File: src/hdl/bmf_pkg.sv
// Shared types and constants for the clipped box mean filter.
package bmf_pkg;

    // Defaults for the top-level parameters
    localparam int DEF_MAX_WIDTH  = 1024;
    localparam int DEF_MAX_RADIUS = 15;

    // Fixed field and register widths
    localparam int PIX_W      = 8;
    localparam int CHANNELS   = 3;
    localparam int MAX_HEIGHT = 4096;
    localparam int ROW_W      = 12;
    localparam int FW_W       = 11;
    localparam int FH_W       = 13;
    localparam int RADREG_W   = 4;
    localparam int ADDR_W     = 4;
    localparam int DATA_W     = 32;

    // Register indexes (paddr[3:2])
    localparam logic [1:0] REG_FRAME_WIDTH  = 2'd0;
    localparam logic [1:0] REG_FRAME_HEIGHT = 2'd1;
    localparam logic [1:0] REG_RADIUS       = 2'd2;

    // Reset values of the registers
    localparam logic [FW_W-1:0]     RST_FRAME_WIDTH  = 11'd1024;
    localparam logic [FH_W-1:0]     RST_FRAME_HEIGHT = 13'd1024;
    localparam logic [RADREG_W-1:0] RST_RADIUS       = 4'd1;

    // Sequencer states
    typedef enum logic [2:0] {
        ST_IDLE,
        ST_READ,
        ST_DRAIN,
        ST_DIV,
        ST_DONE
    } state_t;

    // Controls shared by all channel lanes
    typedef struct packed {
        logic clr;
        logic acc;
        logic rem_clr;
        logic step;
    } lane_ctl_t;

endpackage

File: src/hdl/bmf_lane.sv
// One channel lane: window accumulator, restoring divider, tie-to-even rounding.
module bmf_lane
    import bmf_pkg::*;
#(
    parameter int AREA_W = 10,
    parameter int SUM_W  = 18
) (
    input  logic              clk,
    input  lane_ctl_t         ctl,
    input  logic [PIX_W-1:0]  pix,
    input  logic [AREA_W-1:0] area,
    output logic [PIX_W-1:0]  mean
);

    logic [SUM_W-1:0]  sum_reg, sum_next;
    logic [AREA_W-1:0] rem_reg, rem_next;
    logic [AREA_W:0]   part;
    logic [AREA_W:0]   trial;
    logic              ge;
    logic [AREA_W:0]   twice;
    logic              inc;

    // one quotient bit per step
    always_comb
    begin
        part  = {rem_reg, sum_reg[SUM_W-1]};
        ge    = (part >= {1'b0, area});
        trial = part - {1'b0, area};
    end

    // sum register holds the running sum, then the quotient
    always_comb
    begin
        sum_next = sum_reg;
        rem_next = rem_reg;
        if (ctl.clr)
        begin
            sum_next = '0;
        end
        else if (ctl.acc)
        begin
            sum_next = sum_reg + SUM_W'(pix);
        end
        else if (ctl.step)
        begin
            sum_next = {sum_reg[SUM_W-2:0], ge};
        end
        if (ctl.rem_clr)
        begin
            rem_next = '0;
        end
        else if (ctl.step)
        begin
            rem_next = ge ? trial[AREA_W-1:0] : part[AREA_W-1:0];
        end
    end

    always_ff @(posedge clk)
    begin
        sum_reg <= sum_next;
        rem_reg <= rem_next;
    end

    // round to nearest, ties to even
    always_comb
    begin
        twice = {rem_reg, 1'b0};
        inc   = (twice > {1'b0, area}) || ((twice == {1'b0, area}) && sum_reg[0]);
        mean  = sum_reg[PIX_W-1:0] + PIX_W'(inc);
    end

endmodule

File: config.mk
export PLATFORM = sky130hd
export DESIGN_NAME = bmf_lane
export DESIGN_NICKNAME = d
export VERILOG_FILES = /design/src/hdl/bmf_pkg.sv /design/src/hdl/bmf_lane.sv
export SDC_FILE = /design/constraint.sdc
export NUM_CORES = 1
export LEC_CHECK = 0
export ABC_AREA = 1
export BUFFER_PORTS_ARGS = -buffer_cell sky130_fd_sc_hd__buf_4
export CAP_MARGIN = 10
export CORE_ASPECT_RATIO = 1.5
export CORE_MARGIN = 10
export CORE_UTILIZATION = 40
export CTS_CLUSTER_SIZE = 28
export DETAILED_ROUTE_END_ITERATION = 10
export SLEW_MARGIN = 5
export SYNTH_ARGS = -nofsm -noshare
export SYNTH_HDL_FRONTEND = slang
export SYNTH_SLANG_ARGS = --single-unit
export TNS_END_PERCENT = 50
File: constraint.sdc
create_clock -name clk -period 4.8 [get_ports clk]
set_clock_uncertainty 0.2 [all_clocks]
set_input_delay 1.44 -clock clk [delete_from_list [all_inputs] [get_ports clk]]
set_output_delay 1.44 -clock clk [all_outputs]
set_load 0.02 [all_outputs]
After elaboration in Yosys (flattened, before gate mapping)
Index checks and enable logic that the tools add are counted.

storage, ports and cells
  flip-flop bits (word level) = 28
  bits in latches = 0
  output and inout bits = 8
  RAM bits = 0
  word-level logic and storage cells = 14
  input port bits = 23
  memories = 0
  ROM bits = 0

operators by class
  multiplexer cells = 3
  order comparisons = 2
  equal/unequal tests = 1
  $add $sub $neg = 3
  $mul = 0
  bitwise gates (word level) = 0
  shift-type cells = 0
  reduce and logical (&&, ||, !) cells = 3
  divide/modulo/power cells = 0

operator list
  kind                 number
  $mux W18             2
  $add A18 B8 Y18      1
  $eq A11 B10 Y1       1
  $ge A11 B10 Y1       1
  $gt A11 B10 Y1       1
  $mux W10             1
  $sub A10 B10 Y10     1
  $add A8 B1 Y8        1
  $reduce_bool A2 Y1   1
  $logic_and A1 B1 Y1  1
  $logic_or A1 B1 Y1   1

Logic depth before layout (Yosys ltp)
Gate-level depths: netlist of the first run.

  depth in word-level cells = 4
  depth in mapped cells = 17
  mapped depth without buffers = 16

Least setup slack after synthesis of the first run
Ideal clock, no wire load.

  path kind = input-to-output
  from = input area[8]
  to = output mean[7]
  path buffers = 1
  data arrival time = 3482 ps
  stages on the path = 15
  path slack = -322 ps
  required time = 3160 ps
  cells stage by stage = inv_1 > ha_1 > nand2_1 > nor3_4 > a21oi_4 > buf_6 > nand2_1 > o31ai_1 > inv_1 > ha_1 > nand3_1 > nor2_1 > nand3_1 > nor2_1 > xor2_1

between the ends
  longest elaborated chain between the ends = 4
  elaborated cells on any way between the ends = 5
  those cells by class = 1 x add/sub; 1 x order compare; 1 x eq/ne; 2 x reduce/logical

RTL lines
  item                                                                    RTL line        text
  start, declared                                                         bmf_lane.sv:11  input logic [AREA_W-1:0] area,
  parallel branches: the longest is 2 deep, another holds $gt A11 B10 Y1  -
  $logic_or A1 B1 Y1 *                                                    bmf_lane.sv:68  inc = (twice > {1'b0, area}) || ((twice == {1'b0, area}) && sum_reg[0]);
  $add A8 B1 Y8 *                                                         bmf_lane.sv:69  mean = sum_reg[PIX_W-1:0] + PIX_W'(inc);
  end, declared                                                           bmf_lane.sv:12  output logic [PIX_W-1:0] mean

Mark *: on every way between the ends.

Final worst setup path of the first run
Ends and elaborated chain as after synthesis.

==> flow_summary.yaml, run 1 <==
min_path:
  hold_end: "rem_reg[3]$_SDFFE_PP0P_"
  hold_depth: 2
  min-delay-start: "rem_reg[3]$_SDFFE_PP0P_"
  hold_class: "reg2reg"
logic_synthesis:
  ys_warn_count: 0
  synth_top_family_by_area: "simple AND/OR/NAND/NOR gates"
  synthSimpleGateAreaFrac_pct: 42.1
  synth_mux_area_share_pct: 0
  syn_area_um2: 2810
  synth_xor_area_share_pct: 3.12
  synth.top_cell.area_share_pct: 20.0
  synth_top_area_cell: "dfxtp_1"
  syn_inst: 438
  synthTopCellsByArea: "dfxtp_1, nand2_1, inv_1, ha_1, nand3_1"
  ys_seq_elements: 28
  synth_compound_area_share_pct: 12.1
  syn_nets: 483
  synth_cell_types: 38
  postSynthAreaPerCell_um2: 6.41
  synthAdderAreaFrac_pct: 10.3
  seq_area_frac_synth_pct: 20.0
setup_path:
  start_kind: "input port"
  cp_cell_sequence: "buf_8 -> inv_8 -> ha_4 -> nand2_2 -> nand2_2 -> nand2_2 -> nand2_2 -> a21oi_4 -> nand2_2 -> o31ai_4 -> inv_2 -> ha_4 -> nand3_4 -> nor2_4 -> nand3_2 -> nor2_4 -> xor2_4 -> buf_6"
  path_buf_inv: 4
  critPathTopFamily: "simple AND/OR/NAND/NOR gates"
  max_stage_delay_ns: 0.31
  required_ns: 3.16
  regToRegEndpoint: "rem_reg[9]$_SDFFE_PP0P_"
  arrival_ns: 3.35
  path_class: "in2out"
  critPathSlowestCell: "ha_4"
  cpMostUsedCell: "nand2_2"
  worstRegToRegCells: 28
  worstPathMaxFanout: 5
  rr_startpoint: "rem_reg[5]$_SDFFE_PP0P_"
  end_kind: "primary output"
  reg2reg_slack_ns: 0.83
run_status:
  status: "finished with violations"
  violations: "negative setup slack"
drt:
  avgRoutedWirePerCell_um: 14.1
  drc_errors: 0
  via_per_inst: 5.13
  drt-initial-drc-count: 138
  routed_wl_um: 8560
  num_vias: 3115
  dr.pass1.iters: 4
  ant_nets: 0
die:
  placementRows: 37
  num_io_pins: 31
  fp.dieW_um: 88.4
  core_area_um2: 6850
  die_area_um2: 10800
  initial_core_util_pct: 41.0
  fp.dieH_um: 123
power:
  powerDensity_nw_per_um2: 241
  vdd_drop_max_mv: 0.143
  clkPwrFrac_pct: 20.8
  intPower_uw: 596
  p_seq_share_pct: 28.8
  pwr-share-comb_pct: 50.3
  power_switching_uw: 374
  p_leak_nw: 1.90
  p_sw_share_pct: 38.6
  power_uw: 970
timing:
  fin_ws_ns: -0.190
  worst_pin_slew_ns: 0.475
  finalHoldViolations: 0
  rsz0062_at_grt: "yes"
  fmax_ghz: 0.200
  fin_crit_ns: 4.99
  setup_tns_ns: -0.435
  fin_crit_sh_pct: 104
  relSlewSlack_pct: 68.3
  finalSetupViolations: 4
  maxSlewViolCount: 0
clock_network:
  clk_pin_slew_ns: 0.12
  clk_latency_ns: 0.29
  clockBufferDepth: 2
  cts_tree: "built"
  root_buffer: "clkbuf_8"
  cts.sinks: 28
  hold_buffers: 0
  cts_made_buffers: 3
  htree_levels: 1
global_route:
  overflow: 0
  grt_pass1_wl_um: 14000
  antenna_found_initial: 0
  grt_max_degree: 19
  grtUsageTotal_pct: 16.0
  grt_pass1_vias: 3147
final_layout:
  seqCellArea_um2: 561
  drive_gt1_share_pct: 38.0
  num-fill-cells: 631
  largest_reg_flops: 18
  area_growth_pct: 43.3
  antenna_cells: 0
  fin_nets: 575
  multi_input_area_um2: 2180
placed_design:
  port_buffers: 30
  routabilityCongestion: 0.891
  hpwl_um: 5860
run:
  cap_violations: 0
layer usage:
layer  global-route usage [%]  part of all wire [%]  vias to the layer above
met5                        0                     0                        -
met4                     6.59                   2.9                        0
met3                     2.19                   3.5                       23
met2                     30.8                    54                       68
met1                     16.4                    39                     1441
li1                         -                     -                     1583
area by class of cell:
| class | count | area share (%) |
|---|---|---|
| Inverter | 74 | 7.62 |
| Tap cell | 78 | 2.43 |
| Multi-Input combinational cell | 326 | 54.2 |
| Clock inverter | 1 | 0.746 |
| Clock buffer | 3 | 1.03 |
| Sequential cell | 28 | 13.9 |
| Timing Repair Buffer | 97 | 20.1 |
how the worst max path moves through the flow:
stage / to / depth (start not counted) / start / slack [ns]
2_1_floorplan: mean[7] / 15 / area[8] / -0.16
3_3_place_gp: mean[7] / 16 / area[2] / -0.33
3_5_place_dp: mean[7] / 17 / area[2] / -0.38
4_1_cts: mean[7] / 18 / area[8] / -0.23
5_1_grt: mean[7] / 18 / area[8] / -0.31
6_report: mean[7] / 18 / area[8] / -0.19
worst register-to-register path: cells and delay by family (launching register included):
family / cells / cell delay, ns
DFF: 1 / 0.42
AOI/OAI and AO/OA: 2 / 0.27
and+or+nand+nor: 5 / 0.42
adders and majority gates: 1 / 0.26
buffers and inverters: 20 / 2.35
cell usage in the layout, fill, tap and decap left out, types with 5 or more instances in the layout:
| master | synthesis | routed |
|---|---|---|
| inv_1 | 68 | 59 |
| ha_4 | 0 | 10 |
| inv_4 | 0 | 5 |
| nand2_4 | 2 | 5 |
| a31oi_1 | 9 | 9 |
| nand3_2 | 10 | 12 |
| nand2_2 | 15 | 28 |
| nand2_1 | 124 | 108 |
| a21oi_1 | 17 | 16 |
| buf_6 | 4 | 17 |
| buf_4 | 0 | 78 |
| nor2_1 | 20 | 17 |
| nand3_1 | 42 | 39 |
| o22ai_1 | 8 | 8 |
| dfxtp_1 | 28 | 28 |
| inv_2 | 3 | 7 |
| a21oi_2 | 10 | 11 |
| xor2_1 | 7 | 5 |
| nand3b_1 | 13 | 13 |
| ha_1 | 20 | 10 |
power groups by stage:
stage	clock, mW	combinational (mW)	sequential (mW)
floorplan	0	0.277	0.276
global placement	0	0.377	0.282
detailed placement	0	0.381	0.282
CTS	0.207	0.451	0.278
global route	0.214	0.534	0.283
finish	0.202	0.488	0.280
logic make-up (layout without fill, tap and decap cells):
logic type	after synthesis	in the layout
buffers and inverters	84	175
and+or+nand+nor	242	242
xor gates and xnor gates	10	10
AOI/OAI and AO/OA	52	52
adders and majority gates	22	22
DFF	28	28
cell usage after synthesis, drive strengths merged:
library cell / number
o31ai: 1
a21oi: 28
dfxtp: 28
clkbuf: 2
nor4: 1
ha: 20
clkinv: 3
nand3: 52
inv: 71
nor3: 4
or2: 4
o22ai: 8
o21ai: 5
buf: 8
a31oi: 9
fa: 2
nand4: 3
o21bai: 1
nand3b: 13
nand2: 141
xnor2: 3
xor2: 7
nor2: 23
and2: 1
stage by stage:
stage | std cells | area, µm² | util, % | setup WS [ns] | hold slack, ns
after detailed placement | 560 | 3390 | 49.5 | -0.381 | 0.292
after floorplan | 438 | 2960 | - | -0.155 | 0.268
after global routing | 607 | 4020 | 58.7 | -0.306 | 0.362
after CTS | 608 | 3880 | 56.6 | -0.227 | 0.323
after global placement | 560 | 3390 | 49.5 | -0.335 | 0.286
final | 607 | 4020 | 58.7 | -0.190 | 0.333
what timing repair did:
item | 4_1_cts | 5_1_grt
pin swaps | 20 | 22
buffers inserted | 44 | 3
resized for setup | 24 | 40
setup endpoints to repair | 7 | 8
(Power assumes the default switching activity.)
==> run 2: changes to the inputs <==
Settings changed: ABC_AREA 1 to 0.
==> flow_summary.yaml, run 2 <==
die:
  core_area_um2: 5790
  fp.dieH_um: 114
  num_io_pins: 31
  die_area_um2: 9450
  fp.dieW_um: 82.8
  initial_core_util_pct: 40.9
  placementRows: 34
setup_path:
  max_stage_delay_ns: 0.33
  cpMostUsedCell: "buf_6"
  worstRegToRegCells: 8
  path_class: "in2out"
  worstPathMaxFanout: 4
  cp_cell_sequence: "buf_6 -> inv_4 -> ha_4 -> a21o_1 -> a211o_1 -> a31oi_4 -> o21ai_2 -> o21a_1 -> ha_2 -> nand4_1 -> nor2_2 -> buf_4 -> xor2_2 -> buf_6"
  start_kind: "input port"
  critPathSlowestCell: "a211o_1"
  worstSetupStartpoint: "area[8]"
  rr_startpoint: "sum_reg[0]$_SDFFE_PP0P_"
  required_ns: 3.16
  end_kind: "primary output"
  regToRegEndpoint: "sum_reg[16]$_SDFFE_PP0P_"
  reg2reg_slack_ns: 2.10
  arrival_ns: 3.44
drt:
  via_per_inst: 5.68
  highest_layer: "met4"
  num_vias: 2441
  ant_nets: 0
  met2_length_um: 3720
  met1_length_um: 2640
  routed_wl_um: 6680
  drt-initial-drc-count: 83
  wl_met3_um: 238
  avgRoutedWirePerCell_um: 15.5
  dr.pass1.iters: 4
  drc_errors: 0
logic_synthesis:
  ys.flop_type: "dfxtp_1"
  syn_area_um2: 2370
  synth_edf_count: 0
  syn_nets: 352
  synth_top_area_cell: "dfxtp_1"
  synth.top_cell.area_share_pct: 23.7
  ys_top_cells_by_count: "nor2_1, dfxtp_1, nand2_1, a21oi_1, ha_1"
  synthMostInstantiatedCell: "nor2_1"
  async_flop_share_pct: 0
  ys_seq_elements: 28
  syn_inst: 307
  synthTopCellsByArea: "dfxtp_1, ha_1, nor2_1, a21oi_1, xnor2_1"
  synth_cell_types: 50
  seq_area_frac_synth_pct: 23.7
  postSynthAreaPerCell_um2: 7.71
  ys_warn_count: 0
timing:
  finalHoldViolations: 0
  worst_pin_slew_ns: 0.603
  fin_crit_sh_pct: 106
  fin_crit_ns: 5.08
  fmax_ghz: 0.197
  timing.hold.ws_ns: 0.309
  finalSetupViolations: 7
  rsz0062_at_grt: "yes"
  relSlewSlack_pct: 59.6
  setup_tns_ns: -1.62
  maxSlewViolCount: 0
  fin_ws_ns: -0.279
global_route:
  grt_pass1_vias: 2428
  antenna_found_initial: 0
  grt_max_degree: 38
  grt_pass1_wl_um: 11000
  grtUsageTotal_pct: 14.4
  overflow: 0
clock_network:
  clk_pin_slew_ns: 0.10
  hold_buffers: 0
  root_buffer: "clkbuf_8"
  cts_made_buffers: 3
  cts_tree: "built"
  clockBufferDepth: 2
  cts.sinks: 28
  clk_latency_ns: 0.29
  htree_levels: 1
min_path:
  hold_depth: 2
  hold_class: "reg2reg"
  hold_end: "rem_reg[2]$_SDFFE_PP0P_"
  min-delay-start: "rem_reg[1]$_SDFFE_PP0P_"
placed_design:
  placed_cells: 417
  routabilityCongestion: 0.807
  hpwl_um: 5000
  port_buffers: 30
final_layout:
  utilization_pct: 55.0
  layout_commonest_cell: "buf_4"
  multi_input_area_um2: 1880
  drive_gt1_share_pct: 28.2
  final_cells: 430
  num-fill-cells: 576
  area_growth_pct: 34.6
  seqCellArea_um2: 561
  layout_common_cells: "buf_4, nor2_1, dfxtp_1, nand2_1, a21oi_1"
  largest_reg_flops: 18
  fin_nets: 404
  antenna_cells: 0
power:
  vdd_drop_max_mv: 0.164
  power_uw: 825
  powerDensity_nw_per_um2: 259
  p_leak_nw: 1.33
run_status:
  status: "finished with violations"
  violations: "negative setup slack"
run:
  cap_violations: 0
-- run 2: cell count changes after synthesis, sizes merged, moves of 10 or more --
cell,previous run,this run
nand2,141,25
a211oi,0,12
nand3,52,7
inv,71,16
clkbuf,2,12
o21ai,5,15
nand3b,13,2
nor2,23,33
-- run 2: how the worst max path moves through the flow --
stage | cells past startpoint | to | slack, ns
after floorplan | 13 | mean[7] | -0.11
after CTS | 14 | mean[6] | -0.23
after global placement | 14 | mean[7] | -0.34
final | 14 | mean[6] | -0.28
after detailed placement | 14 | mean[7] | -0.38
after global routing | 14 | mean[7] | -0.38
-- run 2: cell families (layout without fill, tap and decap cells) --
kind of cell / after synthesis / after routing / share of synthesized area [%]
AO/OA/AOI/OAI: 98 / 98 / 28.7
XOR/XNOR: 17 / 17 / 6.29
adder cells (fa/ha/maj): 22 / 22 / 12.3
buffers and inverters: 32 / 83 / 5.29
flip-flops: 28 / 28 / 23.7
multiplexers: 4 / 4 / 1.69
AND/OR/NAND/NOR: 106 / 106 / 22.1
-- run 2: timing repair --
item                                    CTS  global route
endpoints found under the setup margin    8             8
hold endpoints to repair                  0             0
gates resized for setup                  12            15
pin swaps                                 9            11
cloned                                    0             0
buffers inserted                          6             3
-- run 2: per-layer routing --
layer | vias up | track usage [%]
li1 | 1238 | -
met1 | 1171 | 14.9
met2 | 26 | 28.2
met3 | 6 | 1.89
met4 | 0 | 3.70
met5 | - | 0
-- run 2: per-stage QoR --
stage / setup slack [ns] / cell area, µm²
after floorplan: -0.106 / 2500
after detailed placement: -0.377 / 2920
after global routing: -0.383 / 3180
after global placement: -0.345 / 2920
after CTS: -0.233 / 3100
final: -0.279 / 3180
-- run 2: cell type report --
type,instances,area share [%]
multi-input cells,247,59.2
flip-flops and latches,28,17.6
repair buffers,63,15.8
well taps,72,2.83
inverters,16,2.36
clock buffers,3,1.30
clock inverters,1,0.943
-- run 2: critical path: cells and delay by family --
family / cells / cell delay [ns]
adders and majority gates: 2 / 0.38
AOI/OAI and AO/OA: 5 / 0.87
buffers and inverters: 4 / 0.43
xor gates and xnor gates: 1 / 0.14
and+or+nand+nor: 2 / 0.18
-- run 2: where the power goes --
| part | total (mW) | switching (mW) | internal, mW | leakage, nW |
|---|---|---|---|---|
| clock | 0.197 | 0.0852 | 0.112 | 0.0357 |
| combinational | 0.352 | 0.178 | 0.175 | 1.07 |
| sequential | 0.275 | 0.0266 | 0.249 | 0.229 |
==> run 3: changes to the inputs <==
Settings changed: CORE_UTILIZATION 40 to 53, PLACE_DENSITY set to 0.77.
==> flow_summary.yaml, run 3 (same netlist as run 2, synthesis figures left out) <==
run_status:
  status: "finished with violations"
  violations: "negative setup slack"
timing:
  rsz0062_at_grt: "yes"
  fin_crit_sh_pct: 105
  fin_ws_ns: -0.217
  maxSlewViolCount: 0
  worst_pin_slew_ns: 0.531
  finalSetupViolations: 7
  relSlewSlack_pct: 64.5
  fmax_ghz: 0.199
  finalHoldViolations: 0
  fin_crit_ns: 5.02
setup_path:
  arrival_ns: 3.38
  critPathSlowestCell: "a211o_1"
  end_kind: "primary output"
  required_ns: 3.16
  path_class: "in2out"
  start_kind: "input port"
  cpMostUsedCell: "ha_4"
  max_stage_delay_ns: 0.29
  cp_cell_sequence: "buf_6 -> inv_4 -> ha_4 -> a21o_1 -> a211o_1 -> a31oi_4 -> o21ai_1 -> o21a_1 -> ha_4 -> nand4_1 -> nor2_2 -> nand2_2 -> xnor2_2 -> buf_4"
  critPathTopFamily: "compound AO/OA/AOI/OAI gates"
  worstPathMaxFanout: 4
  path_buf_inv: 3
power:
  p_leak_nw: 1.27
  vdd_drop_max_mv: 0.135
  powerDensity_nw_per_um2: 260
placed_design:
  hpwl_um: 4840
  pre_cts_ws_ns: -0.340
  post_dp_cell_area_um2: 2870
  routabilityCongestion: 0.930
  port_buffers: 30
run:
  cap_violations: 0
die:
  die_area_um2: 7590
  core_area_um2: 4280
  num_io_pins: 31
  placementRows: 29
  initial_core_util_pct: 55.3
  fp.dieW_um: 74.6
  fp.dieH_um: 102
final_layout:
  antenna_cells: 0
  num-fill-cells: 365
  layout_common_cells: "buf_4, nor2_1, dfxtp_1, nand2_1, a21oi_1"
  fin_nets: 395
  largest_reg_flops: 18
  area_growth_pct: 29.6
  stdcell_area_um2: 3070
  drive_gt1_share_pct: 25.2
  layout_commonest_cell: "buf_4"
drt:
  avgRoutedWirePerCell_um: 15.9
  ant_nets: 0
  routed_wl_um: 6270
  num_vias: 2394
  dr.pass1.iters: 4
  drc_errors: 0
  via_per_inst: 6.06
  drt-initial-drc-count: 190
min_path:
  hold_class: "reg2reg"
global_route:
  grt_pass1_vias: 2273
  grt_max_degree: 38
  overflow: 0
  grt_pass1_wl_um: 10500
  grtUsageTotal_pct: 16.9
  antenna_found_initial: 0
clock_network:
  cts_made_buffers: 3
  root_buffer: "clkbuf_8"
  cts.sinks: 28
  htree_levels: 1
  clk_latency_ns: 0.28
  hold_buffers: 0
  clk_pin_slew_ns: 0.10
  clockBufferDepth: 2
  cts_tree: "built"
==> run 3: changes by cell type in the layout (fill, tap and decap cells not counted), sizes merged <==
cell  delta
buf      -9
==> run 3: where the power goes <==
part           total (mW)  switching, mW  leakage (nW)  internal [mW]
logic               0.332          0.174          1.01          0.159
registers           0.275         0.0268         0.229          0.249
clock network       0.189         0.0773        0.0357          0.112
==> run 3: cell type report <==
type	count	area, µm²	share of cell area [%]
inverter	16	72.6	2.37
tap	46	57.6	1.88
sequential	28	561	18.3
timing repair buffer	54	428	14.0
multi-input combinational	247	1880	61.2
clock buffer	3	41.3	1.35
clock inverter	1	30.0	0.980
==> run 3: final timing paths <==
check | start | to | slack [ns] | depth (start not counted)
worst max register to register | sum_reg[0]$_SDFFE_PP0P_ | sum_reg[16]$_SDFFE_PP0P_ | 2.10 | 8
worst min register to register | rem_reg[1]$_SDFFE_PP0P_ | rem_reg[1]$_SDFFE_PP0P_ | 0.30 | 2
worst min-delay path | rem_reg[1]$_SDFFE_PP0P_ | rem_reg[1]$_SDFFE_PP0P_ | 0.30 | 2
worst max-delay path | area[8] | mean[7] | -0.22 | 14
==> run 3: tightest hold or removal path: stages, from the launching register on <==
cell and delay, ns:
dfxtp_1 0.34, nand2b_1 0.07, a21oi_1 0.05
==> run 3: metal layers <==
metal	routed length, µm	global-route usage (%)
met3	190	2.62
met5	0	0
met1	2600	18.1
met2	3310	31.5
met4	170	6.73
==> run 3: metrics by stage <==
stage | util, % | TNS (ns) | hold slack [ns] | power, mW | cells
4_1_cts | 71.2 | -1.15 | 0.302 | 0.791 | 395
6_report | 71.6 | -1.23 | 0.299 | 0.797 | 395
2_1_floorplan | - | -0.106 | 0.263 | 0.492 | 307
3_3_place_gp | 67.1 | -1.71 | 0.274 | 0.580 | 389
5_1_grt | 71.6 | -1.81 | 0.319 | 0.843 | 395
3_5_place_dp | 67.1 | -1.87 | 0.289 | 0.585 | 389
==> run 3: what timing repair did <==
item,CTS,global route
gates resized for setup,18,3
setup buffers,2,0
pin swaps,16,3
setup endpoints to repair,8,8
